[src/rax_pkg.sv]
// Shared constants, types and step functions for the rotation-axes-to-quaternion block.
// Used by every module under src; depends on nothing.
`default_nettype none

package rax_pkg;

    // Number format
    localparam int FRAC_BITS = 16;
    localparam int FIELD_W   = 18;
    localparam int TR_W      = FIELD_W + 2;          // sum of three fields
    localparam int P_W       = FIELD_W + 1;          // sum or difference of two fields
    localparam int R_W       = 19;                   // clamped radicand, 1 .. below 2^19

    // Square root: s = floor(sqrt(r << FRAC_BITS))
    localparam int N_W       = R_W + FRAC_BITS;
    localparam int SQ_W      = N_W + 1;
    localparam int S_W       = (N_W + 1) / 2;
    localparam int SQ_PER    = 2;                    // root bits per stage
    localparam int SQ_STAGES = S_W / SQ_PER;

    // Reciprocal: k = floor(2^(2*FRAC_BITS-1) / s), s >= 2^(FRAC_BITS/2)
    localparam int K_W       = 24;
    localparam int REM_W     = S_W + 1;
    localparam int RC_PER    = 2;                    // quotient bits per stage
    localparam int RC_STAGES = K_W / RC_PER;
    localparam logic [REM_W-1:0] RC_INIT = REM_W'(1) << (2 * FRAC_BITS - 1 - K_W);

    // Scaling and saturation
    localparam int PROD_W   = P_W + K_W;
    localparam int OUT_MAX  = (1 << (FIELD_W - 1)) - 1;
    localparam int HALF_ONE = 1 << (FRAC_BITS - 1);
    localparam logic signed [TR_W-1:0]    ONE   = TR_W'(1) << FRAC_BITS;
    localparam logic signed [FIELD_W-1:0] Q_MAX = FIELD_W'(OUT_MAX);
    localparam logic signed [FIELD_W-1:0] Q_MIN = ~Q_MAX;

    typedef enum logic [1:0] {
        BR_TRACE = 2'd0,
        BR_U     = 2'd1,
        BR_V     = 2'd2,
        BR_T     = 2'd3
    } branch_t;

    // Fields that ride alongside the root and reciprocal
    typedef struct packed {
        logic signed [P_W-1:0] pa;
        logic signed [P_W-1:0] pb;
        logic signed [P_W-1:0] pc;
        branch_t               branch;
        logic                  bad;
    } side_t;

    typedef struct packed {
        side_t          side;
        logic [R_W-1:0] r;
    } fr_t;

    typedef struct packed {
        side_t           side;
        logic [SQ_W-1:0] n;
        logic [SQ_W-1:0] res;
    } sq_t;

    typedef struct packed {
        side_t          side;
        logic [S_W-1:0] s;
    } rs_t;

    typedef struct packed {
        side_t            side;
        logic [S_W-1:0]   s;
        logic [REM_W-1:0] rem;
        logic [K_W-1:0]   q;
    } rc_t;

    typedef struct packed {
        side_t          side;
        logic [S_W-1:0] s;
        logic [K_W-1:0] k;
    } rk_t;

    // One digit of the bit-pair square root; bit weight is 2^sh
    function automatic sq_t sq_step(input sq_t d, input int sh);
        logic [SQ_W-1:0] b;
        logic [SQ_W-1:0] t;
        sq_t             o;
        o = d;
        b = SQ_W'(1) << sh;
        t = d.res + b;
        if (d.n >= t)
        begin
            o.n   = d.n - t;
            o.res = (d.res >> 1) + b;
        end
        else
        begin
            o.res = d.res >> 1;
        end
        return o;
    endfunction

    // One restoring division step; the dividend's low bits are all zero
    function automatic rc_t rc_step(input rc_t d);
        logic [REM_W-1:0] r2;
        rc_t              o;
        o  = d;
        r2 = {d.rem[REM_W-2:0], 1'b0};
        if (r2 >= {1'b0, d.s})
        begin
            o.rem = r2 - {1'b0, d.s};
            o.q   = {d.q[K_W-2:0], 1'b1};
        end
        else
        begin
            o.rem = r2;
            o.q   = {d.q[K_W-2:0], 1'b0};
        end
        return o;
    endfunction

    // Drop fraction bits, apply sign, saturate to the field range
    function automatic logic signed [FIELD_W-1:0] sat_part(input logic neg,
                                                           input logic [PROD_W-1:0] prod);
        logic [PROD_W-1:0]         mag;
        logic signed [FIELD_W-1:0] res;
        mag = prod >> FRAC_BITS;
        if (neg)
        begin
            if (mag > PROD_W'(OUT_MAX + 1))
                res = Q_MIN;
            else
                res = -FIELD_W'(mag);
        end
        else
        begin
            if (mag > PROD_W'(OUT_MAX))
                res = Q_MAX;
            else
                res = FIELD_W'(mag);
        end
        return res;
    endfunction

endpackage

`default_nettype wire

[src/rax_recip.sv]
// Pipelined restoring divider for k = 2^(2F-1) / s, two quotient bits per stage.
// Uses rax_pkg.
`default_nettype none

module rax_recip (
    input  wire logic         clk,
    input  wire logic         rst_n,
    input  wire logic         src_valid,
    output logic              src_stall,
    input  rax_pkg::rs_t      src_data,
    output logic              dst_valid,
    input  wire logic         dst_stall,
    output rax_pkg::rk_t      dst_data
);

    localparam int NS = rax_pkg::RC_STAGES;

    logic [NS-1:0] valid_reg;
    logic [NS-1:0] valid_in;
    logic [NS:0]   ready;
    rax_pkg::rc_t  stage_in  [NS];
    rax_pkg::rc_t  data_next [NS];
    rax_pkg::rc_t  data_reg  [NS];

    always_comb
    begin
        ready[NS] = !dst_stall;
        for (int i = NS - 1; i >= 0; i--)
            ready[i] = !valid_reg[i] || ready[i+1];
    end

    // Upper dividend bits are already below s, so the quotient starts at bit K_W-1
    always_comb
    begin
        stage_in[0].side = src_data.side;
        stage_in[0].s    = src_data.s;
        stage_in[0].rem  = rax_pkg::RC_INIT;
        stage_in[0].q    = '0;
        valid_in[0]      = src_valid;
        for (int i = 1; i < NS; i++)
        begin
            stage_in[i] = data_reg[i-1];
            valid_in[i] = valid_reg[i-1];
        end
    end

    always_comb
    begin
        for (int i = 0; i < NS; i++)
        begin
            data_next[i] = stage_in[i];
            for (int p = 0; p < rax_pkg::RC_PER; p++)
                data_next[i] = rax_pkg::rc_step(data_next[i]);
        end
    end

    always_ff @(posedge clk or negedge rst_n)
    begin
        if (!rst_n)
            valid_reg <= '0;
        else
        begin
            for (int i = 0; i < NS; i++)
                if (ready[i])
                    valid_reg[i] <= valid_in[i];
        end
    end

    always_ff @(posedge clk)
    begin
        for (int i = 0; i < NS; i++)
            if (ready[i])
                data_reg[i] <= data_next[i];
    end

    assign src_stall     = !ready[0];
    assign dst_valid     = valid_reg[NS-1];
    assign dst_data.side = data_reg[NS-1].side;
    assign dst_data.s    = data_reg[NS-1].s;
    assign dst_data.k    = data_reg[NS-1].q;

endmodule

`default_nettype wire

[config.mk]
export PLATFORM = sky130hd
export DESIGN_NAME = rax_recip
export DESIGN_NICKNAME = d
export VERILOG_FILES = /design/src/rax_pkg.sv /design/src/rax_recip.sv
export SDC_FILE = /design/constraint.sdc
export NUM_CORES = 2
export LEC_CHECK = 0
export BUFFER_PORTS_ARGS = -buffer_cell sky130_fd_sc_hd__buf_4
export CAP_MARGIN = 20
export CORE_UTILIZATION = 40
export DETAILED_ROUTE_END_ITERATION = 10
export PLACE_DENSITY = 0.59
export SYNTH_ARGS = -nofsm -noshare
export SYNTH_HDL_FRONTEND = slang
export SYNTH_SLANG_ARGS = --single-unit
[constraint.sdc]
create_clock -name clk -period 18.21 [get_ports clk]
set_clock_uncertainty 0.1 [all_clocks]
set_input_delay 3.642 -clock clk [delete_from_list [all_inputs] [get_ports clk]]
set_output_delay 3.642 -clock clk [all_outputs]
set_load 0.005 [all_outputs]
* Word-level counts from Yosys, hierarchy flattened
Memory sizes are Yosys's and may differ from the RTL's. Index checks and enable logic that the tools add are counted. W data, S select, Z words.
Cells by class: add/subtract/negate cells 24, $lt $le $gt $ge 24, multiplexer cells 48, reductions and logical operators 26
Operator list (count):
- $mux W43 | 12
- $mux W42 | 12
- $ge A19 B18 Y1 | 23
- $sub A19 B18 Y19 | 12
- $sub A18 B18 Y18 | 11
- $mux W1 | 24
- $ge A9 B18 Y1 const A | 1
- $sub A9 B18 Y18 const A | 1
- $logic_not A1 Y1 | 14
- $logic_or A1 B1 Y1 | 12
Storage, ports and cells: register bits 12, RAM bits 1452, input port bits 82, output and inout port bits 104, word-level logic and storage cells 135, memories 1
Memory list:
- data_reg | depth 12, width 121, read ports 12, clocked after Yosys merged registers in 0, wr ports 12, line rax_recip.sv:23 | rax_pkg::rc_t data_reg [NS];

* Depth between registers and ports, before layout
depth in word-level cells 15, depth in mapped cells 24, depth with buffers taken out 22

* Worst setup path after synthesis
No wires, ideal clock.
path kind in2out, start point input port dst_stall, end point output port src_stall, data arrival time 12.547 ns, required time 14.468 ns, setup slack 1.921 ns, stages 8, path buffers 0, cells stage by stage and3_1 -> inv_1 -> nor2_1 -> and2_1 -> nand3_1 -> nor2_1 -> nand3_1 -> nor2_1
On the way: word-level cells in the longest chain between the ends 14
Ends and longest elaborated chain:
- from (decl) | line rax_recip.sv:12 | input wire logic dst_stall,
- $logic_not A1 Y1 | line rax_recip.sv:27 | ready[NS] = !dst_stall;
- $logic_or A1 B1 Y1 (2 in a row) | line rax_recip.sv:29 | ready[i] = !valid_reg[i] || ready[i+1];
- via ready[10] | line rax_recip.sv:20 | logic [NS:0] ready;
- $logic_or A1 B1 Y1 (6 in a row) | line rax_recip.sv:29
- via ready[4] | line rax_recip.sv:20
- $logic_or A1 B1 Y1 (3 in a row) | line rax_recip.sv:29
- via ready[1] | line rax_recip.sv:20
- $logic_or A1 B1 Y1 | line rax_recip.sv:29
- $logic_not A1 Y1 | line rax_recip.sv:76 | assign src_stall = !ready[0];
- to (decl) | line rax_recip.sv:9 | output logic src_stall,
The timed path passes the listed nets, and every way through them passes these cells.

* Worst setup path after layout
Same ends and word-level chain as after synthesis.

==> impl_metrics.ini <==
[layout]
drive_above_1_share_pct = 15.1
multiInputGateArea_sq_mm = 0.0223
synthToLayoutAreaGrowth_pct = 13.1
largest_reg_flops = 1290
finish.instance_area_sq_mm = 0.0717
design.final.nets = 5396
seq_area_sq_mm = 0.0390
count_of_fill_cells_added_during_filler_insertion = 14000

[clocking]
cts_tree = done
h_tree_depth = 4
cts_buf_count = 143
cts_sinks = 1302
cts_root_buffer = sky130_fd_sc_hd__clkbuf_16
cts_hold_buf = 0
cts_repair_resizes = 0
cts_post_setup_buffers_inserted = 0
clk_transition_reported_paths_ns = 0.06
cts-root-to-sink-buffers = 3
clock_insertion_delay_worst_skew_ns = 0.79

[drt]
wl_per_cell_um = 18.6
detailroute.via_count = 36600
routed_wirelength_mm = 132
route.detailed.drc = 0
detailed_routing_iteration_count_for_the_pre_antenna_repair_pass = 5
first_iter_violations = 2163
ant_nets = 0
vias_per_cell = 5.17

[grt]
antenna_found_initial = 3
largest_net_degree_at_the_start_of_global_routing = 77
gr-usage-all-layers_pct = 16.4
globalRouteOverflowTotal = 0
number_of_global_route_vias_before_repair = 36800
grt_first_pass_wirelength_mm = 207

[flow_run]
maxCapViolations = 0

[outcome]
status = complete, no violations

[die]
io-pin-count = 186
initial_utilization_pct = 40.4
area_of_the_core_sq_mm = 0.157
floorplan.die.width_um = 400
dieHeight_um = 400
rows = 145
die_area_sq_mm = 0.160

[setup_path]
arrival_ns = 7.42
timing.critical_path.to_type = output pin
critical_path_class = primary input to output pin
worstPathMaxFanout = 59
cp_data_required_time_ns = 14.47
startpoint_type = primary input

[place]
dpl.hpwl_mm = 98.5
postPlaceCellArea_sq_mm = 0.0667
globalplace.congestion = 0.902
pre_cts_slack_ns = 6.99
numPortBuffers = 185

[logic_synthesis]
synth.ff_latch_count = 1302
synth_area_sq_mm = 0.0635
synth_largest_area_cell = sky130_fd_sc_hd__edfxtp_1
yosys_warnings = 0
post_synth_num_cell_types = 97
number_of_flops_mapped_to_enable_cells_by_yosys = 1290
dominantRegCellSynth = sky130_fd_sc_hd__edfxtp_1
syn_area_per_cell_sq_um = 13.5
async_flop_share_pct = 0.922
synth_sequential_area_ratio_pct = 61.5
synth_top_area_share_pct = 61.0
synthesis.instances = 4692
synth_area_leaders = sky130_fd_sc_hd__edfxtp_1 (61%), sky130_fd_sc_hd__ha_1 (7.9%), sky130_fd_sc_hd__mux2_2 (4.3%)

[sta]
slew-limit-headroom_pct = 19.0
maxClockFrequency_mhz = 89.6
min_period_ns = 11.16
report.final.hold_viol_count = 0
fin_setup_tns_ns = 0
min_period_over_period_pct = 61.3
setup_ws_ns = 7.05
tightestPinTransition_ns = 1.20
setup_repair_after_global_routing_missed_its_margin = false
final-max-slew-violation-count = 0
setup_viol = 0

[hold_path]
worst_hold_path_type = flop to flop
## through the flow
step                      util (%)  hold WS, ns  cells
final                         45.7        0.270   7078
after detailed placement      42.5        0.305   6813
after floorplan                  -        0.300   4695
after global placement        42.5        0.301   6813
after global routing          45.7        0.276   7077
after CTS                     45.7        0.259   7077
## area by class of cell
type / count / area share (%)
multi-input combinational: 2914 / 31.1
inverter: 331 / 1.75
clock buffer: 174 / 5.21
clock inverter: 90 / 1.77
tap: 2058 / 3.59
timing repair buffer: 208 / 2.18
antenna: 1 / 0.00349
sequential: 1302 / 54.4
## per-layer routing
metal  wire [um]  up-vias  track usage [%]  part of all wire (%)
met5           0        -                0                     0
met3        4950      228             2.70                   3.8
li1            -    18100                -                     -
met4        3890        0             5.61                   3.0
met1       58400    17600             21.0                    44
met2       64400      685             28.1                    49
## final timing paths
path,startpoint,end,slack (ns),depth (start not counted)
max in group asynchronous,rst_n,valid_reg[0]$_DFFE_PN0N_,15.17,1
hold reg to reg,data_reg[1][253]$_DFFE_PP_,data_reg[1][376]$_DFFE_PP_,0.27,0
hold / removal,data_reg[1][253]$_DFFE_PP_,data_reg[1][376]$_DFFE_PP_,0.27,0
min in group asynchronous,rst_n,valid_reg[9]$_DFFE_PN0P_,2.61,1
setup / recovery,dst_stall,src_stall,7.05,11
setup reg to reg,data_reg[2][165]$_DFFE_PP_,data_reg[2][283]$_DFFE_PP_,10.71,21
## cell usage after synthesis (18+ instances only)
library cell / n
sky130_fd_sc_hd__nand4_1: 42
sky130_fd_sc_hd__nand3_1: 63
sky130_fd_sc_hd__and4_1: 18
sky130_fd_sc_hd__buf_4: 106
sky130_fd_sc_hd__nor2b_1: 60
sky130_fd_sc_hd__o211ai_1: 25
sky130_fd_sc_hd__xnor2_1: 200
sky130_fd_sc_hd__mux2_2: 244
sky130_fd_sc_hd__or3_1: 22
sky130_fd_sc_hd__and3_1: 20
sky130_fd_sc_hd__o21bai_1: 37
sky130_fd_sc_hd__a21o_1: 151
sky130_fd_sc_hd__nand2_1: 197
sky130_fd_sc_hd__a211oi_1: 40
sky130_fd_sc_hd__nand2b_1: 47
sky130_fd_sc_hd__nor3_1: 96
sky130_fd_sc_hd__or2_2: 25
sky130_fd_sc_hd__nor2_1: 250
sky130_fd_sc_hd__a21oi_1: 274
sky130_fd_sc_hd__and2_1: 27
sky130_fd_sc_hd__o21ai_0: 181
sky130_fd_sc_hd__nor4_1: 21
sky130_fd_sc_hd__inv_1: 327
sky130_fd_sc_hd__a21boi_0: 19
sky130_fd_sc_hd__ha_1: 403
sky130_fd_sc_hd__clkbuf_1: 30
sky130_fd_sc_hd__edfxtp_1: 1290
sky130_fd_sc_hd__o31ai_1: 23
sky130_fd_sc_hd__o21a_1: 57
sky130_fd_sc_hd__a31o_2: 18
sky130_fd_sc_hd__a31oi_1: 29
sky130_fd_sc_hd__xor2_1: 101
## cell families after synthesis
family | Yosys count | synth area share (%)
compound gates | 1001 | 10.5
other cells | 1 | 0.00591
simple gates | 925 | 7.24
fa+ha+maj | 414 | 8.29
buf+inv | 479 | 3.49
flops | 1302 | 61.5
xor+xnor | 301 | 4.15
mux | 269 | 4.79
## worst max-delay path, cell delays in order
cell	delay (ns)
sky130_fd_sc_hd__buf_4	0.10
sky130_fd_sc_hd__and3_1	0.35
sky130_fd_sc_hd__inv_4	0.35
sky130_fd_sc_hd__nor2_1	0.36
sky130_fd_sc_hd__and2_1	0.37
sky130_fd_sc_hd__nand3_4	0.09
sky130_fd_sc_hd__buf_4	0.34
sky130_fd_sc_hd__nor2_1	0.53
sky130_fd_sc_hd__nand3_4	0.55
sky130_fd_sc_hd__nor2_1	0.47
sky130_fd_sc_hd__buf_4	0.18
## cell usage in the layout, fill, tap and decap left out, drive strengths merged, types with 14 or more instances in the layout
cell    Yosys  final
bufinv      0     20
xnor2     200    200
edfxtp   1290   1290
a21boi     20     20
a31oi      29     29
or3        22     22
o21bai     37     37
inv       330    332
nand2     198    198
nor3       96     96
a21o      151    151
and2       27     27
nand4      42     42
o21ai     189    189
a211oi     42     42
o211ai     25     25
nor4       21     21
o21a       57     57
o31a       17     17
mux2      255    255
a21oi     276    276
and4       18     18
nand3      65     65
xor2      101    101
nor2b      60     60
buf       118    208
and3       20     20
nor2      251    251
ha        403    403
mux2i      14     14
nand2b     47     47
clkbuf     30    174
o31ai      23     23
a31o       18     18
or2        25     25
clkinv      1     65
Power is not shown: default switching activity piles up to over one toggle a cycle in this logic, so the estimate is an artifact.
