===== src/rax_pkg.sv =====
// Shared constants, types and step functions for the rotation-axes-to-quaternion block.
// Used by every module under src; depends on nothing.
`default_nettype none

package rax_pkg;

    // Number format
    localparam int FRAC_BITS = 16;
    localparam int FIELD_W   = 18;
    localparam int TR_W      = FIELD_W + 2;          // sum of three fields
    localparam int P_W       = FIELD_W + 1;          // sum or difference of two fields
    localparam int R_W       = 19;                   // clamped radicand, 1 .. below 2^19

    // Square root: s = floor(sqrt(r << FRAC_BITS))
    localparam int N_W       = R_W + FRAC_BITS;
    localparam int SQ_W      = N_W + 1;
    localparam int S_W       = (N_W + 1) / 2;
    localparam int SQ_PER    = 2;                    // root bits per stage
    localparam int SQ_STAGES = S_W / SQ_PER;

    // Reciprocal: k = floor(2^(2*FRAC_BITS-1) / s), s >= 2^(FRAC_BITS/2)
    localparam int K_W       = 24;
    localparam int REM_W     = S_W + 1;
    localparam int RC_PER    = 2;                    // quotient bits per stage
    localparam int RC_STAGES = K_W / RC_PER;
    localparam logic [REM_W-1:0] RC_INIT = REM_W'(1) << (2 * FRAC_BITS - 1 - K_W);

    // Scaling and saturation
    localparam int PROD_W   = P_W + K_W;
    localparam int OUT_MAX  = (1 << (FIELD_W - 1)) - 1;
    localparam int HALF_ONE = 1 << (FRAC_BITS - 1);
    localparam logic signed [TR_W-1:0]    ONE   = TR_W'(1) << FRAC_BITS;
    localparam logic signed [FIELD_W-1:0] Q_MAX = FIELD_W'(OUT_MAX);
    localparam logic signed [FIELD_W-1:0] Q_MIN = ~Q_MAX;

    typedef enum logic [1:0] {
        BR_TRACE = 2'd0,
        BR_U     = 2'd1,
        BR_V     = 2'd2,
        BR_T     = 2'd3
    } branch_t;

    // Fields that ride alongside the root and reciprocal
    typedef struct packed {
        logic signed [P_W-1:0] pa;
        logic signed [P_W-1:0] pb;
        logic signed [P_W-1:0] pc;
        branch_t               branch;
        logic                  bad;
    } side_t;

    typedef struct packed {
        side_t          side;
        logic [R_W-1:0] r;
    } fr_t;

    typedef struct packed {
        side_t           side;
        logic [SQ_W-1:0] n;
        logic [SQ_W-1:0] res;
    } sq_t;

    typedef struct packed {
        side_t          side;
        logic [S_W-1:0] s;
    } rs_t;

    typedef struct packed {
        side_t            side;
        logic [S_W-1:0]   s;
        logic [REM_W-1:0] rem;
        logic [K_W-1:0]   q;
    } rc_t;

    typedef struct packed {
        side_t          side;
        logic [S_W-1:0] s;
        logic [K_W-1:0] k;
    } rk_t;

    // One digit of the bit-pair square root; bit weight is 2^sh
    function automatic sq_t sq_step(input sq_t d, input int sh);
        logic [SQ_W-1:0] b;
        logic [SQ_W-1:0] t;
        sq_t             o;
        o = d;
        b = SQ_W'(1) << sh;
        t = d.res + b;
        if (d.n >= t)
        begin
            o.n   = d.n - t;
            o.res = (d.res >> 1) + b;
        end
        else
        begin
            o.res = d.res >> 1;
        end
        return o;
    endfunction

    // One restoring division step; the dividend's low bits are all zero
    function automatic rc_t rc_step(input rc_t d);
        logic [REM_W-1:0] r2;
        rc_t              o;
        o  = d;
        r2 = {d.rem[REM_W-2:0], 1'b0};
        if (r2 >= {1'b0, d.s})
        begin
            o.rem = r2 - {1'b0, d.s};
            o.q   = {d.q[K_W-2:0], 1'b1};
        end
        else
        begin
            o.rem = r2;
            o.q   = {d.q[K_W-2:0], 1'b0};
        end
        return o;
    endfunction

    // Drop fraction bits, apply sign, saturate to the field range
    function automatic logic signed [FIELD_W-1:0] sat_part(input logic neg,
                                                           input logic [PROD_W-1:0] prod);
        logic [PROD_W-1:0]         mag;
        logic signed [FIELD_W-1:0] res;
        mag = prod >> FRAC_BITS;
        if (neg)
        begin
            if (mag > PROD_W'(OUT_MAX + 1))
                res = Q_MIN;
            else
                res = -FIELD_W'(mag);
        end
        else
        begin
            if (mag > PROD_W'(OUT_MAX))
                res = Q_MAX;
            else
                res = FIELD_W'(mag);
        end
        return res;
    endfunction

endpackage

`default_nettype wire


===== src/rax_scale.sv =====
// Pair scaling by k, saturation and routing of the parts to w, x, y, z.
// Uses rax_pkg; a multiply stage and the output register stage.
`default_nettype none

module rax_scale (
    input  wire logic                          clk,
    input  wire logic                          rst_n,
    input  wire logic                          src_valid,
    output logic                               src_stall,
    input  rax_pkg::rk_t                       src_data,
    output logic                               dst_valid,
    input  wire logic                          dst_stall,
    output logic signed [rax_pkg::FIELD_W-1:0] quat_w,
    output logic signed [rax_pkg::FIELD_W-1:0] quat_x,
    output logic signed [rax_pkg::FIELD_W-1:0] quat_y,
    output logic signed [rax_pkg::FIELD_W-1:0] quat_z,
    output logic [1:0]                         branch_taken,
    output logic                               bad_input
);

    typedef struct packed {
        logic [2:0]                     neg;
        logic [rax_pkg::PROD_W-1:0]     pra;
        logic [rax_pkg::PROD_W-1:0]     prb;
        logic [rax_pkg::PROD_W-1:0]     prc;
        logic [rax_pkg::S_W-2:0]        main;
        rax_pkg::branch_t               branch;
        logic                           bad;
    } ml_t;

    logic [rax_pkg::P_W-1:0]           mag_a, mag_b, mag_c;
    logic [rax_pkg::PROD_W-1:0]        kx;
    ml_t                               ml_next, ml_reg;
    logic                              ml_valid_reg, out_valid_reg;
    logic                              ready_ml, ready_out;
    logic signed [rax_pkg::FIELD_W-1:0] part_a, part_b, part_c, part_m;
    logic signed [rax_pkg::FIELD_W-1:0] w_next, x_next, y_next, z_next;
    logic signed [rax_pkg::FIELD_W-1:0] w_reg, x_reg, y_reg, z_reg;
    rax_pkg::branch_t                  branch_reg;
    logic                              bad_reg;

    assign ready_out = !out_valid_reg || !dst_stall;
    assign ready_ml  = !ml_valid_reg || ready_out;
    assign src_stall = !ready_ml;

    // Magnitudes times k
    assign mag_a = src_data.side.pa[rax_pkg::P_W-1] ? -src_data.side.pa : src_data.side.pa;
    assign mag_b = src_data.side.pb[rax_pkg::P_W-1] ? -src_data.side.pb : src_data.side.pb;
    assign mag_c = src_data.side.pc[rax_pkg::P_W-1] ? -src_data.side.pc : src_data.side.pc;
    assign kx    = rax_pkg::PROD_W'(src_data.k);

    always_comb
    begin
        ml_next.neg    = {src_data.side.pa[rax_pkg::P_W-1],
                          src_data.side.pb[rax_pkg::P_W-1],
                          src_data.side.pc[rax_pkg::P_W-1]};
        ml_next.pra    = rax_pkg::PROD_W'(mag_a) * kx;
        ml_next.prb    = rax_pkg::PROD_W'(mag_b) * kx;
        ml_next.prc    = rax_pkg::PROD_W'(mag_c) * kx;
        ml_next.main   = src_data.s[rax_pkg::S_W-1:1];
        ml_next.branch = src_data.side.branch;
        ml_next.bad    = src_data.side.bad;
    end

    // Saturate and route by branch
    assign part_a = rax_pkg::sat_part(ml_reg.neg[2], ml_reg.pra);
    assign part_b = rax_pkg::sat_part(ml_reg.neg[1], ml_reg.prb);
    assign part_c = rax_pkg::sat_part(ml_reg.neg[0], ml_reg.prc);
    assign part_m = rax_pkg::FIELD_W'(ml_reg.main);

    always_comb
    begin
        case (ml_reg.branch)
            rax_pkg::BR_TRACE:
            begin
                w_next = part_m; x_next = part_a; y_next = part_b; z_next = part_c;
            end
            rax_pkg::BR_U:
            begin
                x_next = part_m; y_next = part_a; z_next = part_b; w_next = part_c;
            end
            rax_pkg::BR_V:
            begin
                y_next = part_m; z_next = part_a; x_next = part_b; w_next = part_c;
            end
            default:
            begin
                z_next = part_m; x_next = part_a; y_next = part_b; w_next = part_c;
            end
        endcase
    end

    always_ff @(posedge clk or negedge rst_n)
    begin
        if (!rst_n)
        begin
            ml_valid_reg  <= 1'b0;
            out_valid_reg <= 1'b0;
        end
        else
        begin
            if (ready_ml)
                ml_valid_reg <= src_valid;
            if (ready_out)
                out_valid_reg <= ml_valid_reg;
        end
    end

    always_ff @(posedge clk)
    begin
        if (ready_ml)
            ml_reg <= ml_next;
        if (ready_out)
        begin
            w_reg      <= w_next;
            x_reg      <= x_next;
            y_reg      <= y_next;
            z_reg      <= z_next;
            branch_reg <= ml_reg.branch;
            bad_reg    <= ml_reg.bad;
        end
    end

    assign dst_valid    = out_valid_reg;
    assign quat_w       = w_reg;
    assign quat_x       = x_reg;
    assign quat_y       = y_reg;
    assign quat_z       = z_reg;
    assign branch_taken = branch_reg;
    assign bad_input    = bad_reg;

endmodule

`default_nettype wire


===== config.mk =====
export PLATFORM = sky130hd
export DESIGN_NAME = rax_scale
export DESIGN_NICKNAME = d
export VERILOG_FILES = /design/src/rax_pkg.sv /design/src/rax_scale.sv
export SDC_FILE = /design/constraint.sdc
export NUM_CORES = 2
export LEC_CHECK = 0
export BUFFER_PORTS_ARGS = -buffer_cell sky130_fd_sc_hd__buf_2
export CORE_ASPECT_RATIO = 0.7
export CORE_UTILIZATION = 45
export DETAILED_ROUTE_END_ITERATION = 8
export GPL_ROUTABILITY_DRIVEN = 0
export HOLD_SLACK_MARGIN = 0.05
export SLEW_MARGIN = 20
export SYNTH_ARGS = -nofsm -noshare
export SYNTH_HDL_FRONTEND = slang
export SYNTH_SLANG_ARGS = --single-unit

===== constraint.sdc =====
create_clock -name clk -period 6 [get_ports clk]
set_clock_uncertainty 0.2 [all_clocks]
set_input_delay 0.3 -clock clk [delete_from_list [all_inputs] [get_ports clk]]
set_output_delay 0.3 -clock clk [all_outputs]
set_load 0.1 [all_outputs]

==> After elaboration in Yosys (flattened, before gate mapping) <==
Index checks and enable logic that the tools add are counted.
{ "classes": {"n_reduce_logical": 7, "mul": 3, "n_addsub": 6, "mux": 16, "eq_ne": 2, "order_cmp": 6} }
{ "ops": {"columns": ["cell", "n"], "rows": [
  ["$mux 18", 9],
  ["$mul 19x24->43", 3],
  ["$gt 27x17->1 const B", 3],
  ["$gt 27x18->1 const B", 3],
  ["$pmux 18 s2", 2],
  ["$mux 19", 3],
  ["$neg 19->19", 3],
  ["$neg 18->18", 3],
  ["$pmux 18 s3", 1],
  ["$mux 17", 1],
  ["$logic_not 1->1", 4],
  ["$eq 2x1->1 const B", 1],
  ["$eq 2x2->1 const B", 1],
  ["$logic_not 2->1", 1],
  ["$logic_or 1x1->1", 2]
]} }
{ "totals": {"register_bits": 229, "elab_cells": 56} }

==> Depth between registers and ports, before layout <==
{ "depth": {"depth_word": 4, "mapped_depth": 32, "ltp_nobuf": 30} }

==> Worst setup path after synthesis <==
OpenSTA, ideal clock, no wires.
{ "synth_path": {"path_kind": "input port to flip-flop", "from": "in src_data[53] (netlist name)", "to": "reg ml_reg[61] (netlist name) (data pin)", "setup_time_ns": 0.262, "t_arrival_ns": 7.596, "cell_stages": 27, "setup_slack_ns": -2.058, "path_cell_list": "or4_1 > or3_1 > or3_1 > o31a_1 > xor2_1 > clkbuf_1 > nand2_1 > fa_1 > fa_1 > inv_1 > fa_1 > inv_1 > fa_1 > fa_1 > fa_1 > inv_1 > ha_1 > a21o_1 > o21bai_1 > a221o_1 > a21oi_1 > o21ai_1 > a2111oi_0 > nor3_1 > a21oi_1 > o21bai_1 > xor2_1"} }
{ "synth_lines": {"columns": ["item", "line_no", "rtl"], "rows": [
  ["start: declaration", "rax_scale.sv:10", "input rax_pkg::rk_t src_data,"],
  ["end signal: assignment", "rax_scale.sv:112", "ml_reg <= ml_next;"],
  ["end: declaration", "rax_scale.sv:33", "ml_t ml_next, ml_reg;"]
]} }

==> flow_metrics.env <==
export IMPL_synth_common_cells="inv_1, fa_1, nand2_1"
export IMPL_start_util=0.454
export IMPL_cts_tree="done"
export IMPL_r2r_start="ml_reg[79]"
export IMPL_startpoint_type="input port"
export IMPL_synth_largest_area_cell="fa_1"
export IMPL_grtUsageMet2=0.402
export IMPL_grt_pass1_vias=43300
export IMPL_synth_seq_cells=181
export IMPL_max_freq_mhz=134
export IMPL_drive_above_1_share=0.214
export IMPL_tightest_slew_ns=1.21
export IMPL_rsz0062_at_grt="yes"
export IMPL_synthSimpleGateAreaFrac=0.164
export IMPL_path_class="input port to flop"
export IMPL_synth_ff_type="edfxtp_1"
export IMPL_core_um2=115000
export IMPL_muxShareOfSynthArea=0.00532
export IMPL_fill_cells=10300
export IMPL_wl_per_cell_um=19.4
export IMPL_max_stage_delay_ns=0.53
export IMPL_period_minus_slack_ns=7.46
export IMPL_syn_nets=7430
export IMPL_grt_usage=0.272
export IMPL_hold_path_class="input port to flop"
export IMPL_vias=41500
export IMPL_via_per_inst=5.15
export IMPL_synth_xor_area_frac=0.0216
export IMPL_port_buffers=181
export IMPL_cts_path_max_buffers=2
export IMPL_ys_warn_count=0
export IMPL_syn_area_per_cell_um2=8.97
export IMPL_ys_seq_area_frac=0.104
export IMPL_synth_cell_types=82
export IMPL_first_iter_violations=3413
export IMPL_drv_cap=0
export IMPL_critPathTopFamily="adder cells"
export IMPL_largest_register_ffs=104
export IMPL_die_h_um=287
export IMPL_routed_wl_um=156000
export IMPL_synth_edff_count=179
export IMPL_critical_path_arrival_ns=7.50
export IMPL_antenna_left=0
export IMPL_synth_top_area_frac=0.428
export IMPL_grt_pass1_wl_um=248000
export IMPL_die_x_um=409
export IMPL_synth_compound_area_share=0.0591
export IMPL_netlist_area_um2=52200
export IMPL_synthTopCellsByArea="fa_1, edfxtp_1, inv_1, ha_1, nand2_1"
export IMPL_crit_start="src_data[53]"
export IMPL_insertion_delay_ns=0.48
export IMPL_final_max_slew_viol_count=0
export IMPL_cp_common_cell="fa_1"
export IMPL_hpwl_um=129000
export IMPL_clock_sinks=181
export IMPL_end_kind="flop"
export IMPL_grtUsageMet1=0.420
export IMPL_grt_max_degree=77
export IMPL_post_route_util=0.559
export IMPL_grt_use_met3=0.0454
export IMPL_synth_top_family_by_area="adder cells"
export IMPL_htree_levels=4
export IMPL_outcome="complete, but fails checks"
export IMPL_crit_path_max_fanout=11
export IMPL_remaining_drc_errors=0
export IMPL_grt_busiest_layer="met1"
export IMPL_fp_dieArea_um2=117000
export IMPL_num_nets_final=8110
export IMPL_overflow=0
export IMPL_first_pass_iters=6
export IMPL_hold_start="src_data[63]"
export IMPL_top_level_ports=183
export IMPL_synthArstFlopShare=0.0110
export IMPL_areaGrowthSynthToFinish_pct=23.1
export IMPL_setup_viol=80
export IMPL_rows=104
export IMPL_relSlewSlack=0.185
export IMPL_syn_inst=5823
export IMPL_antenna_found_initial=7
export IMPL_synthAdderAreaFrac=0.520
export IMPL_final_setup_worst_slack_ns=-1.46
export IMPL_clkTransAtPathRegs_ns=0.09
export IMPL_hold_viol_final=0
export IMPL_cts_buffers=17
export IMPL_period_share=1.24
export IMPL_required_ns=6.03
export IMPL_synth_most_common_cell="inv_1"
export IMPL_slowest_stage="fa_1"
export IMPL_clockRootBuffer="clkbuf_16"
export IMPL_violations="setup timing"
export IMPL_crit_buf_inv=7
what timing repair did:
item,CTS,global route
hold buffers,24,0
gates resized for setup,255,144
pin swaps,102,125
cloned,3,1
setup endpoints to repair,81,81
setup buffers,54,38
hold endpoints to repair,24,0
worst paths after layout:
check / to / cells past startpoint / slack (ns)
min reg2reg: bad_input / 0 / 0.23
max in group asynchronous: ml_valid_reg / 3 / 4.99
min in group asynchronous: dst_valid / 3 / 0.49
max reg2reg: quat_z[9] / 11 / 1.32
min: ml_reg[149] / 2 / 0.19
max: ml_reg[58] / 29 / -1.46
metrics by stage:
| stage | setup TNS (ns) | hold slack (ns) | area (um^2) | std cells | setup slack (ns) |
|---|---|---|---|---|---|
| floorplan | -73.80 | -0.196 | 53100 | 5823 | -1.77 |
| global placement | -123.63 | -0.113 | 60800 | 7930 | -1.99 |
| detailed placement | -129.58 | -0.113 | 60800 | 7930 | -2.09 |
| CTS | -71.03 | 0.163 | 63400 | 8026 | -1.30 |
| global route | -95.93 | 0.178 | 64300 | 8053 | -1.64 |
| finish | -78.61 | 0.195 | 64300 | 8054 | -1.46 |
area by class of cell:
type | instances | area, um^2 | area share
multi-input cells | 3921 | 42900 | 0.668
diodes | 1 | 2.50 | 0.0000389
well taps | 1537 | 1920 | 0.0299
flip-flops and latches | 181 | 5430 | 0.0844
repair buffers | 964 | 8030 | 0.125
inverters | 1418 | 5340 | 0.0831
clock buffers | 17 | 425 | 0.00662
clock inverters | 15 | 213 | 0.00331
cell families (layout without fill, tap and decap cells):
group / after synthesis / in the layout
AND/OR/NAND/NOR: 1799 / 1799
buffers and inverters: 1722 / 2414
adder cells (fa/ha/maj): 1501 / 1501
AO/OA/AOI/OAI: 466 / 466
flip-flops: 181 / 181
XOR/XNOR: 129 / 130
multiplexers: 25 / 25
other: 0 / 1
placed cells by master (no fill, tap or decap), types with 26 or more instances in the layout:
| cell type | count |
|---|---|
| o21ai_0 | 60 |
| fa_1 | 1087 |
| inv_1 | 1382 |
| fa_2 | 29 |
| buf_4 | 634 |
| nor3_1 | 33 |
| nand2_1 | 957 |
| a21o_1 | 45 |
| a21oi_1 | 100 |
| a22oi_1 | 28 |
| a21oi_2 | 27 |
| ha_1 | 351 |
| buf_2 | 169 |
| buf_6 | 66 |
| xnor2_1 | 39 |
| edfxtp_1 | 179 |
| and2_1 | 460 |
| xnor2_2 | 38 |
| buf_12 | 67 |
| inv_2 | 32 |
| or3_1 | 26 |
| ha_4 | 28 |
| nor2_1 | 83 |
metal layers:
layer  vias up  wire, um
li1      18800         -
met1     21000     73400
met2      1538     66200
met3       159     13400
met4         8      2900
met5         -        55
Power is left out: the tool's default activity adds up to more than one toggle a clock period on the data nets, which glitch-free logic cannot reach.
