**config.mk**
```make
export PLATFORM = sky130hd
export DESIGN_NAME = rax_select
export DESIGN_NICKNAME = d
export VERILOG_FILES = /design/src/rax_pkg.sv /design/src/rax_select.sv
export SDC_FILE = /design/constraint.sdc
export NUM_CORES = 1
export LEC_CHECK = 0
export BUFFER_PORTS_ARGS = -buffer_cell sky130_fd_sc_hd__buf_2
export CAP_MARGIN = 10
export CORE_MARGIN = 8
export CORE_UTILIZATION = 35
export DETAILED_ROUTE_END_ITERATION = 12
export PLACE_DENSITY = 0.5
export SYNTH_ARGS = -nofsm -noshare
export SYNTH_HDL_FRONTEND = slang
export SYNTH_SLANG_ARGS = --single-unit
```
**constraint.sdc**
```tcl
create_clock -name clk -period 5.7 [get_ports clk]
set_clock_uncertainty 0.05 [all_clocks]
set_input_delay 0.285 -clock clk [delete_from_list [all_inputs] [get_ports clk]]
set_output_delay 0.285 -clock clk [all_outputs]
set_load 0.02 [all_outputs]
```
**src/rax_pkg.sv**
```systemverilog
// Shared constants, types and step functions for the rotation-axes-to-quaternion block.
// Used by every module under src; depends on nothing.
`default_nettype none

package rax_pkg;

    // Number format
    localparam int FRAC_BITS = 16;
    localparam int FIELD_W   = 18;
    localparam int TR_W      = FIELD_W + 2;          // sum of three fields
    localparam int P_W       = FIELD_W + 1;          // sum or difference of two fields
    localparam int R_W       = 19;                   // clamped radicand, 1 .. below 2^19

    // Square root: s = floor(sqrt(r << FRAC_BITS))
    localparam int N_W       = R_W + FRAC_BITS;
    localparam int SQ_W      = N_W + 1;
    localparam int S_W       = (N_W + 1) / 2;
    localparam int SQ_PER    = 2;                    // root bits per stage
    localparam int SQ_STAGES = S_W / SQ_PER;

    // Reciprocal: k = floor(2^(2*FRAC_BITS-1) / s), s >= 2^(FRAC_BITS/2)
    localparam int K_W       = 24;
    localparam int REM_W     = S_W + 1;
    localparam int RC_PER    = 2;                    // quotient bits per stage
    localparam int RC_STAGES = K_W / RC_PER;
    localparam logic [REM_W-1:0] RC_INIT = REM_W'(1) << (2 * FRAC_BITS - 1 - K_W);

    // Scaling and saturation
    localparam int PROD_W   = P_W + K_W;
    localparam int OUT_MAX  = (1 << (FIELD_W - 1)) - 1;
    localparam int HALF_ONE = 1 << (FRAC_BITS - 1);
    localparam logic signed [TR_W-1:0]    ONE   = TR_W'(1) << FRAC_BITS;
    localparam logic signed [FIELD_W-1:0] Q_MAX = FIELD_W'(OUT_MAX);
    localparam logic signed [FIELD_W-1:0] Q_MIN = ~Q_MAX;

    typedef enum logic [1:0] {
        BR_TRACE = 2'd0,
        BR_U     = 2'd1,
        BR_V     = 2'd2,
        BR_T     = 2'd3
    } branch_t;

    // Fields that ride alongside the root and reciprocal
    typedef struct packed {
        logic signed [P_W-1:0] pa;
        logic signed [P_W-1:0] pb;
        logic signed [P_W-1:0] pc;
        branch_t               branch;
        logic                  bad;
    } side_t;

    typedef struct packed {
        side_t          side;
        logic [R_W-1:0] r;
    } fr_t;

    typedef struct packed {
        side_t           side;
        logic [SQ_W-1:0] n;
        logic [SQ_W-1:0] res;
    } sq_t;

    typedef struct packed {
        side_t          side;
        logic [S_W-1:0] s;
    } rs_t;

    typedef struct packed {
        side_t            side;
        logic [S_W-1:0]   s;
        logic [REM_W-1:0] rem;
        logic [K_W-1:0]   q;
    } rc_t;

    typedef struct packed {
        side_t          side;
        logic [S_W-1:0] s;
        logic [K_W-1:0] k;
    } rk_t;

    // One digit of the bit-pair square root; bit weight is 2^sh
    function automatic sq_t sq_step(input sq_t d, input int sh);
        logic [SQ_W-1:0] b;
        logic [SQ_W-1:0] t;
        sq_t             o;
        o = d;
        b = SQ_W'(1) << sh;
        t = d.res + b;
        if (d.n >= t)
        begin
            o.n   = d.n - t;
            o.res = (d.res >> 1) + b;
        end
        else
        begin
            o.res = d.res >> 1;
        end
        return o;
    endfunction

    // One restoring division step; the dividend's low bits are all zero
    function automatic rc_t rc_step(input rc_t d);
        logic [REM_W-1:0] r2;
        rc_t              o;
        o  = d;
        r2 = {d.rem[REM_W-2:0], 1'b0};
        if (r2 >= {1'b0, d.s})
        begin
            o.rem = r2 - {1'b0, d.s};
            o.q   = {d.q[K_W-2:0], 1'b1};
        end
        else
        begin
            o.rem = r2;
            o.q   = {d.q[K_W-2:0], 1'b0};
        end
        return o;
    endfunction

    // Drop fraction bits, apply sign, saturate to the field range
    function automatic logic signed [FIELD_W-1:0] sat_part(input logic neg,
                                                           input logic [PROD_W-1:0] prod);
        logic [PROD_W-1:0]         mag;
        logic signed [FIELD_W-1:0] res;
        mag = prod >> FRAC_BITS;
        if (neg)
        begin
            if (mag > PROD_W'(OUT_MAX + 1))
                res = Q_MIN;
            else
                res = -FIELD_W'(mag);
        end
        else
        begin
            if (mag > PROD_W'(OUT_MAX))
                res = Q_MAX;
            else
                res = FIELD_W'(mag);
        end
        return res;
    endfunction

endpackage

`default_nettype wire

```
**src/rax_select.sv**
```systemverilog
// Front stage: trace test, branch choice, radicand clamp and off-diagonal pairs.
// Uses rax_pkg; one register stage.
`default_nettype none

module rax_select (
    input  wire logic                               clk,
    input  wire logic                               rst_n,
    input  wire logic                               src_valid,
    output logic                                    src_stall,
    input  wire logic signed [rax_pkg::FIELD_W-1:0] u_x,
    input  wire logic signed [rax_pkg::FIELD_W-1:0] u_y,
    input  wire logic signed [rax_pkg::FIELD_W-1:0] u_z,
    input  wire logic signed [rax_pkg::FIELD_W-1:0] v_x,
    input  wire logic signed [rax_pkg::FIELD_W-1:0] v_y,
    input  wire logic signed [rax_pkg::FIELD_W-1:0] v_z,
    input  wire logic signed [rax_pkg::FIELD_W-1:0] t_x,
    input  wire logic signed [rax_pkg::FIELD_W-1:0] t_y,
    input  wire logic signed [rax_pkg::FIELD_W-1:0] t_z,
    output logic                                    dst_valid,
    input  wire logic                               dst_stall,
    output rax_pkg::fr_t                            dst_data
);

    logic signed [rax_pkg::TR_W-1:0] dux, dvy, dtz, tr, r_full;
    rax_pkg::fr_t                    data_next;
    rax_pkg::fr_t                    data_reg;
    logic                            valid_reg;
    logic                            ready;

    assign dux = rax_pkg::TR_W'(u_x);
    assign dvy = rax_pkg::TR_W'(v_y);
    assign dtz = rax_pkg::TR_W'(t_z);
    assign tr  = dux + dvy + dtz;

    // Branch choice; ties go to u, then v
    always_comb
    begin
        data_next = '0;
        if (!tr[rax_pkg::TR_W-1])
        begin
            data_next.side.branch = rax_pkg::BR_TRACE;
            r_full                = tr + rax_pkg::ONE;
            data_next.side.pa     = rax_pkg::P_W'(v_z) - rax_pkg::P_W'(t_y);
            data_next.side.pb     = rax_pkg::P_W'(t_x) - rax_pkg::P_W'(u_z);
            data_next.side.pc     = rax_pkg::P_W'(u_y) - rax_pkg::P_W'(v_x);
        end
        else if (dux >= dvy && dux >= dtz)
        begin
            data_next.side.branch = rax_pkg::BR_U;
            r_full                = rax_pkg::ONE + dux - dvy - dtz;
            data_next.side.pa     = rax_pkg::P_W'(u_y) + rax_pkg::P_W'(v_x);
            data_next.side.pb     = rax_pkg::P_W'(t_x) + rax_pkg::P_W'(u_z);
            data_next.side.pc     = rax_pkg::P_W'(v_z) - rax_pkg::P_W'(t_y);
        end
        else if (dvy >= dtz)
        begin
            data_next.side.branch = rax_pkg::BR_V;
            r_full                = rax_pkg::ONE + dvy - dtz - dux;
            data_next.side.pa     = rax_pkg::P_W'(v_z) + rax_pkg::P_W'(t_y);
            data_next.side.pb     = rax_pkg::P_W'(u_y) + rax_pkg::P_W'(v_x);
            data_next.side.pc     = rax_pkg::P_W'(t_x) - rax_pkg::P_W'(u_z);
        end
        else
        begin
            data_next.side.branch = rax_pkg::BR_T;
            r_full                = rax_pkg::ONE + dtz - dux - dvy;
            data_next.side.pa     = rax_pkg::P_W'(t_x) + rax_pkg::P_W'(u_z);
            data_next.side.pb     = rax_pkg::P_W'(v_z) + rax_pkg::P_W'(t_y);
            data_next.side.pc     = rax_pkg::P_W'(u_y) - rax_pkg::P_W'(v_x);
        end
        // Non-positive radicand: clamp to one LSB and flag
        if (r_full[rax_pkg::TR_W-1] || r_full == '0)
        begin
            data_next.side.bad = 1'b1;
            data_next.r        = rax_pkg::R_W'(1);
        end
        else
        begin
            data_next.side.bad = 1'b0;
            data_next.r        = r_full[rax_pkg::R_W-1:0];
        end
    end

    assign ready     = !valid_reg || !dst_stall;
    assign src_stall = !ready;

    always_ff @(posedge clk or negedge rst_n)
    begin
        if (!rst_n)
            valid_reg <= 1'b0;
        else if (ready)
            valid_reg <= src_valid;
    end

    always_ff @(posedge clk)
    begin
        if (ready)
            data_reg <= data_next;
    end

    assign dst_valid = valid_reg;
    assign dst_data  = data_reg;

endmodule

`default_nettype wire

```
=== Yosys cells after proc, flatten, opt, wreduce, memory -nomap -nowiden ===
Cells that the tools add are included.
Widths: inputs -> output; s select.

* Memory bits (writable): 0
* Memories: 0
* Output and inout bits: 81
* Bits in latches: 0
* Flip-flop bits (word level): 80
* Bits in read-only memories: 0

* Reduce and logical (&&, ||, !) cells: 8
* $mul: 0
* Equal/unequal tests: 0
* Divide/modulo/power cells: 0
* Bitwise logic cells: 1
* Mux-type cells: 7
* Magnitude comparators: 3
* Add/sub/neg operators: 18
* Shift-type cells: 0

{| class="wikitable"
|+ Operators by type and width
! cell !! count
|-
| $mux 59 || 3
|-
| $mux 20 || 4
|-
| $add 18x18->19 || 4
|-
| $sub 19x18->20 || 3
|-
| $sub 20x18->20 || 3
|-
| $add 18x18->19 const A || 3
|-
| $sub 18x18->19 || 3
|-
| $ge 18x18->1 || 3
|-
| $add 19x18->20 || 1
|-
| $add 20x18->20 const B || 1
|-
| $logic_not 20->1 || 1
|-
| $logic_not 1->1 || 3
|-
| $logic_or 1x1->1 || 2
|-
| $reduce_or 2->1 || 1
|-
| $logic_and 1x1->1 || 1
|-
| $not 1->1 || 1
|}

=== Depth between registers and ports, before layout ===
Gate-level depths: netlist of run 1.

* Depth after elaboration: 9
* Mapped depth: 18
* Gate-level depth less buffers: 17

=== Worst setup path before layout of run 1 ===
OpenSTA, ideal clock, no wires.

* Kind: input-to-reg
* Start point: in u_x[0] (netlist bit)
* End point: reg data_reg (netlist bit dst_data[19]) (data pin)
* Path buffers: 0
* Slack: 1.448 ns
* Setup time: 0.134 ns
* Arrival time: 4.068 ns
* Stages on the path: 16
* Data required time: 5.516 ns
* Cell sequence: inv_1 -> fa_1 -> fa_1 -> ha_1 -> fa_1 -> a211oi_1 -> o211a_1 -> o41ai_2 -> a2111oi_0 -> nor2_1 -> xor2_1 -> mux2_2 -> o221ai_1 -> and3_1 -> nand4_1 -> nand2b_1

{| class="wikitable"
|+ RTL lines
! what !! RTL line !! source
|-
| start: declaration || rax_select.sv:10 || <nowiki>input wire logic signed [rax_pkg::FIELD_W-1:0] u_x,</nowiki>
|-
| end signal: assignment || rax_select.sv:98 || <nowiki>data_reg <= data_next;</nowiki>
|-
| end: declaration || rax_select.sv:26 || <nowiki>rax_pkg::fr_t data_reg;</nowiki>
|}

=== Worst setup path after layout of run 1 ===
* Start point: in u_x[3] (netlist bit)
* End point: reg data_reg (netlist bit dst_data[2]) (data pin)

* Word-level cells in the longest chain between the ends: 7

{| class="wikitable"
|+ Ends and longest elaborated chain
! what !! RTL line !! source
|-
| $add 18x18->19 / $sub 19x18->20 (equally long branches) || rax_select.sv:50, rax_select.sv:66 ||
|-
| $sub 19x18->20 / $sub 20x18->20 (equally long branches) || rax_select.sv:50, rax_select.sv:66 ||
|-
| $sub 20x18->20 / $mux 20 (equally long branches) || rax_select.sv:50, rax_select.sv:55 ||
|-
| $mux 20 || rax_select.sv:47 || <nowiki>else if (dux >= dvy && dux >= dtz)</nowiki>
|-
| $mux 20 * || rax_select.sv:39 || <nowiki>if (!tr[rax_pkg::TR_W-1])</nowiki>
|-
| $logic_not 20->1 || rax_select.sv:72 || <nowiki>if (r_full[rax_pkg::TR_W-1] || r_full == '0)</nowiki>
|-
| $logic_or 1x1->1 || rax_select.sv:72 ||
|}

Mark *: on every way between the ends. The rest lies on a longest branch, timed or not.
A chain may end at the register's enable or synchronous reset.

==> run_results.csv, run 1 <==
group,metric,value,unit
floorplan,pin_count,247,
route,viasPerCell,5.37,
layout,final_common_cell,"ha_1",
clock_network,clkSlewWorstSetupHoldPaths,70,ps
synth,yosysUniqueCellTypes,87,
floorplan,initial_core_util,35.2,%
clock_network,cts_sinks,80,
floorplan,num_rows,81,
worst_setup_path,cp_max_fo,16,
status,outcome,"complete, no violations",
floorplan,die_h,237,um
clock_network,clock_latency,360,ps
power_and_ir_drop,ir_drop,0.000144,V
timing,setup_viol,0,
grt,grt_usage,21.7,%
floorplan,die-area,56100,sq um
clock_network,cts_setup_buffers,0,
clock_network,cts_root_buffer,"clkbuf_16",
layout,design_area,19300,sq um
worst_setup_path,crit_chain,"buf_2, inv_1, fa_1, inv_1, ha_1, ha_1, a211oi_1, o21a_1, o21ai_1, a21oi_1, o31a_1, o21ai_1, xnor2_1, mux2i_1, a211oi_1, or2_1, nor2_1",
placed_design,hpwl,53000,um
placed_design,dpl_cell_area,19000,sq um
floorplan,die_x,237,um
synth,synth_area_per_cell,8.27,sq um
timing,hold_viol,0,
job,max-cap-violations,0,
grt,antenna_found_initial,5,
timing,slew_headroom,26.6,%
worst_hold_path,hold_depth,2,
grt,grt_pass1_wl,94200,um
worst_setup_path,path_class,"in2reg",
synth,yosysTopAreaCell,"ha_1",
synth,ys_ff_latch,80,
power_and_ir_drop,power_leakage,9.27,nW
floorplan,core,48500,sq um
synth,synth_edf_count,79,
grt,grt-ovfl-total,0,
timing,min_period,4820,ps
synth,synthesis.nets,2647,
route,drtIter0Drc,1287,
worst_setup_path,reg2reg_slack,3840,ps
layout,fillers,5015,
worst_setup_path,reg2reg_to,"dst_data[31]",
synth,synth_cells,2064,
clock_network,cts_tree,"done",
synth,netlist_area,17100,sq um
synth,ys_warn_count,0,
synth,synth_ff_type,"edfxtp_1",
route,wl_per_cell,21.5,um
worst_hold_path,hold_end,"dst_valid",
synth,synth.top_cell.area_share,24.5,%
layout,syn2layout_area_growth,13.0,%
route,num_vias,15614,
timing,max_clock_freq,0.207,GHz
worst_setup_path,arrival,4880,ps
route,drc,0,
clock_network,clockBufferDepth,2,
worst_setup_path,critical-path-top-delay-family,"compound AO/OA/AOI/OAI gates",
grt,grt_pass1_vias,15404,
synth,ys_seq_area_share,14.0,%
route,dr.pass1.iters,5,
timing,rsz0062_at_grt,"no",
worst_setup_path,startpoint_type,"input pin",
timing,worst_pin_slew,1100,ps
layout,layout_common_cells,"334 x ha_1, 262 x inv_1, 246 x buf_2",
placed_design,portBuffers,246,
placed_design,place_congestion,0.929,
layout,drive_gt1_share,14.1,%
worst_hold_path,worstHoldStart,"src_valid",
worst_setup_path,required,5750,ps
layout,layout.nets,2861,
timing,maxSlewViolCount,0,
clock_network,numCtsBuffers,9,
worst_setup_path,path_buf_inv,3,
timing,fin_crit_sh,84.6,%
worst_setup_path,r2r_cells,2,
worst_setup_path,cp-end-kind,"register",
worst_hold_path,hold_path.class,"in2reg",
worst_setup_path,r2r_start,"dst_valid",
grt,grt_start_max_net_pins,76,
synth,synthArstFlopShare,1.25,%
clock_network,htree_num_levels,3,
route,ant_nets,0,
route,wl,62400,um
power_and_ir_drop,powerDensity,295,nW/um^2
worst_setup_path,max_stage_delay,550,ps
worst_setup_path,slowest_stage,"fa_1",
synth,synth_area_leaders,"ha_1 24%, edfxtp_1 14%, fa_1 9.7%",
timing,finalSetupTns,0,ps
==> per-layer routing <==
| metal | GRT usage, % | share of wire, % | vias to the layer above |
|---|---|---|---|
| met5 | 0 | 0 | - |
| met4 | 4.53 | 1.6 | 0 |
| met3 | 2.92 | 6.2 | 47 |
| met2 | 33.0 | 43 | 507 |
| met1 | 32.3 | 50 | 7483 |
| li1 | - | - | 7577 |
==> metrics by stage <==
stage | utilization [%] | power [W] | hold WS [ps] | instances | worst slack [ps]
2_1_floorplan | - | 0.00364 | -60.6 | 2064 | 1450
3_3_place_gp | 39.1 | 0.00499 | 11.4 | 2888 | 566
3_5_place_dp | 39.1 | 0.00498 | 11.0 | 2888 | 540
4_1_cts | 39.8 | 0.00567 | 49.1 | 2905 | 895
5_1_grt | 39.8 | 0.00610 | 75.5 | 2906 | 438
6_report | 39.8 | 0.00569 | 68.2 | 2906 | 878
==> sequential cells by signal, indices dropped and copies added, names as in the netlist <==
signal     count
dst_data      79
dst_valid      1
==> worst max path at each step <==
stage | from | slack (ps) | cells after the start | to
floorplan | u_x[0] | 1450 | 16 | dst_data[19]
global placement | u_x[12] | 570 | 17 | dst_data[2]
detailed placement | u_x[3] | 540 | 17 | dst_data[3]
CTS | u_x[3] | 900 | 17 | dst_data[2]
global route | u_x[3] | 440 | 17 | dst_data[2]
finish | u_x[3] | 880 | 17 | dst_data[2]
==> cells by family (layout without fill, tap and decap cells) <==
logic type               after synthesis  after routing  share of synthesized area, %
AO/OA/AOI/OAI                        546            546                          21.2
multiplexers                          13             13                         0.813
adder cells (fa/ha/maj)              417            417                          34.2
XOR/XNOR                             146            146                          7.49
buffers and inverters                330            549                          7.55
AND/OR/NAND/NOR                      532            532                          14.7
flip-flops                            80             80                          14.0
other                                  0              1                             0
==> worst reg2reg max path, stage by stage, from the launching register on <==
cell and delay [ps]:
dfrtp_1 400, nand2_4 120, buf_4 770
==> cell usage after synthesis, types with 19 or more instances <==
cell type	count
clkbuf_1	35
nor3_1	45
a31oi_1	34
a21oi_1	152
nand2_1	140
nor2_1	178
nand2b_1	25
a21o_1	32
nor2b_1	29
nand3_1	31
inv_1	262
o21ai_0	82
a211oi_1	34
o211ai_1	22
xnor2_1	108
buf_2	19
edfxtp_1	79
o21bai_1	19
fa_1	83
xor2_1	38
ha_1	334
==> report_power, final <==
part | internal, W | switching [W] | leakage (nW)
clock | 0.000385 | 0.000275 | 0.156
sequential | 0.000971 | 0.000143 | 0.810
combinational | 0.00140 | 0.00252 | 8.31
==> area by class of cell <==
class | count | area [sq um] | share of cell area, %
multi-input combinational | 1654 | 13400 | 69.5
sequential | 80 | 2400 | 12.4
timing repair buffer | 268 | 1400 | 7.25
inverter | 265 | 995 | 5.15
tap | 622 | 778 | 4.03
clock buffer | 9 | 225 | 1.17
clock inverter | 7 | 95.1 | 0.493
antenna | 1 | 2.50 | 0.0130
==> repair_timing <==
action,in CTS,in global routing
setup endpoints to repair,0,0
resized for setup,0,0
endpoints found under the hold margin,1,0
hold buffers,1,0
Power figures use the tool's default switching activity.
==> run 2: changes to the inputs <==
- ABC_AREA: unset -> 1
- PLACE_DENSITY: 0.5 -> 0.52
- clock period: 5.7 -> 4.3 ns (I/O delays scaled with it)
==> run 2 against run 1 <==
Compared with the run above: final area up 11%; hold slack worse by 51 ps; largest cell class unchanged; routed wire length up 12%; sequential power up 29%; area after synthesis up 6.3%; synthesized cell count up 25%; via count up 17%; register-to-register slack worse by 1300 ps; combinational power up 54%.
==> run_results.csv, run 2 <==
group,metric,value,unit
layout,drive_gt1_share,15.5,%
clock_network,clockBufferDepth,2,
synth,yosysUniqueCellTypes,53,
synth,synthesis.nets,3168,
layout,design_area,21500,sq um
timing,rsz0062_at_grt,"no",
layout,largest_reg_flops,79,
worst_setup_path,required,4340,ps
power_and_ir_drop,pwr-share-clk,9.5,%
power_and_ir_drop,swShare,53.5,%
worst_setup_path,cp-end-kind,"register",
clock_network,cts_sinks,80,
timing,min_period,3930,ps
grt,met3_usage,4.88,%
layout,layout_common_cells,"553 x nand2_1, 437 x inv_1, 334 x ha_1",
floorplan,die_x,244,um
synth,ys_seq_area_share,13.2,%
worst_setup_path,arrival,3980,ps
grt,grt_pass1_wl,106000,um
clock_network,clkSlewWorstSetupHoldPaths,70,ps
power_and_ir_drop,ir_drop,0.000225,V
synth,netlist_area,18200,sq um
placed_design,portBuffers,246,
clock_network,htree_num_levels,3,
worst_setup_path,max_stage_delay,470,ps
route,num_vias,18277,
timing,setup_viol,0,
synth,synth_cells,2585,
synth,synth.most_common_cell,"nand2_1",
layout,final_common_cell,"nand2_1",
floorplan,die_h,244,um
placed_design,place_ws,55.0,ps
placed_design,dpl_cell_area,21200,sq um
status,outcome,"complete, no violations",
worst_setup_path,slowest_stage,"fa_1",
timing,fin_ws,365,ps
power_and_ir_drop,internal_power,0.00382,W
grt,grt-ovfl-total,0,
worst_setup_path,startpoint_type,"input pin",
synth,synth_edf_count,79,
grt,grt_start_max_net_pins,81,
layout,syn2layout_area_growth,18.4,%
route,ant_nets,0,
job,max-cap-violations,0,
grt,antenna_found_initial,0,
synth,synth_common_cells,"555 x nand2_1, 437 x inv_1, 334 x ha_1",
clock_network,cts_resized,0,
placed_design,hpwl,61500,um
grt,grt-busiest-layer,"met1",
synth,yosysTopAreaCell,"ha_1",
synth,synth_area_leaders,"ha_1 23%, edfxtp_1 13%, nand2_1 11%",
clock_network,clock_latency,350,ps
timing,finalSetupTns,0,ps
timing,worst_pin_slew,1110,ps
power_and_ir_drop,powerDensity,383,nW/um^2
power_and_ir_drop,comb_power_share,73.2,%
route,viasPerCell,5.04,
synth,synth_area_per_cell,7.02,sq um
timing,holdWs,16.9,ps
grt,grt_pass1_vias,17991,
route,wl_per_cell,19.3,um
worst_setup_path,path_class,"in2reg",
synth,ys_warn_count,0,
layout,layout.nets,3525,
placed_design,place_congestion,0.968,
floorplan,die-area,59400,sq um
grt,grtUsageMet1,33.7,%
timing,fin_crit_sh,91.5,%
layout,fillers,5495,
clock_network,cts_tree,"done",
worst_setup_path,crit_chain,"buf_2, inv_1, fa_1, fa_1, ha_1, fa_1, nand3_1, nand2_1, nand2_1, nand2_1, nand3_1, nand2_1, nand2_1, nand2_1, nand3_1, nand2_1, nand2_1, nand2_1, a21oi_2, nand2_1, nor2_2, nand3_2, nand2_4, nor2_1",
clock_network,cts_setup_buffers,0,
clock_network,numCtsBuffers,9,
route,drc,0,
floorplan,pin_count,247,
floorplan,core,51300,sq um
timing,slew_headroom,26.3,%
timing,max_clock_freq,0.254,GHz
grt,grt_usage,22.6,%
floorplan,initial_core_util,35.4,%
synth,ys_ff_latch,80,
route,drtIter0Drc,1564,
clock_network,cts_root_buffer,"clkbuf_16",
worst_setup_path,cp_max_fo,19,
floorplan,num_rows,83,
route,wl,70100,um
worst_hold_path,hold_path.class,"in2reg",
layout,antenna_cells,0,
worst_setup_path,path_common_cell,"nand2_1",
timing,maxSlewViolCount,0,
route,dr.pass1.iters,7,
power_and_ir_drop,switchingPower,0.00440,W
timing,hold_viol,0,
synth,synth.top_cell.area_share,23.0,%
synth,synthArstFlopShare,1.25,%
power_and_ir_drop,power_leakage,11.8,nW
grt,grt_util_met2,33.5,%
synth,synth_ff_type,"edfxtp_1",
power_and_ir_drop,seq_power_share,17.3,%
run 2: kinds of logic (layout without fill, tap and decap cells):
family / Yosys count / after routing / synth area share, %
buffers and inverters: 507 / 869 / 10.8
AND/OR/NAND/NOR: 1008 / 1008 / 23.4
AO/OA/AOI/OAI: 442 / 442 / 14.0
adder cells (fa/ha/maj): 417 / 417 / 32.2
XOR/XNOR: 131 / 131 / 6.32
flip-flops: 80 / 80 / 13.2
run 2: layer usage:
metal / share of wire [%] / wire length (um)
met5: 0 / 0
met1: 49 / 34700
met4: 1.2 / 858
met2: 41 / 28700
met3: 8.3 / 5840
run 2: cell type report:
class	instances	area, sq um	share of cell area, %
inverters	443	1670	7.75
flip-flops and latches	80	2400	11.2
repair buffers	410	2490	11.6
clock buffers	10	239	1.11
clock inverters	6	50.0	0.233
well taps	680	851	3.96
multi-input cells	1998	13800	64.2
run 2: final timing paths:
kind,start,slack (ps),cells past startpoint,end
max in group asynchronous,rst_n,4000,2,dst_valid
hold reg to reg,dst_valid,1270,1,dst_data[39]
min in group asynchronous,rst_n,120,2,dst_valid
setup / recovery,v_y[0],370,24,dst_data[16]
setup reg to reg,dst_valid,2510,3,dst_valid
hold / removal,src_valid,20,2,dst_valid
run 2: worst max-delay path, delay by kind of cell:
| family | cells | cell delay, ps |
|---|---|---|
| AOI/OAI and AO/OA | 1 | 180 |
| adders and majority gates | 4 | 1580 |
| buffers and inverters | 2 | 250 |
| and+or+nand+nor | 17 | 1770 |
run 2: timing repair:
item | in CTS | in global routing
endpoints found under the hold margin | 1 | 0
hold buffers | 1 | 0
setup endpoints to repair | 0 | 0
run 2: power groups by stage:
| stage | clock [W] | sequential (W) | combinational [W] |
|---|---|---|---|
| 6_report | 0.000782 | 0.00143 | 0.00602 |
| 4_1_cts | 0.000795 | 0.00143 | 0.00594 |
| 3_5_place_dp | 0 | 0.00145 | 0.00590 |
| 5_1_grt | 0.000820 | 0.00145 | 0.00658 |
| 3_3_place_gp | 0 | 0.00144 | 0.00592 |
| 2_1_floorplan | 0 | 0.00178 | 0.00319 |
run 2: stage by stage:
stage | std cells | util, % | power, W
floorplan | 2585 | - | 0.00496
CTS | 3627 | 41.9 | 0.00816
detailed placement | 3610 | 41.3 | 0.00735
finish | 3627 | 41.9 | 0.00822
global placement | 3610 | 41.3 | 0.00736
global route | 3627 | 41.9 | 0.00884
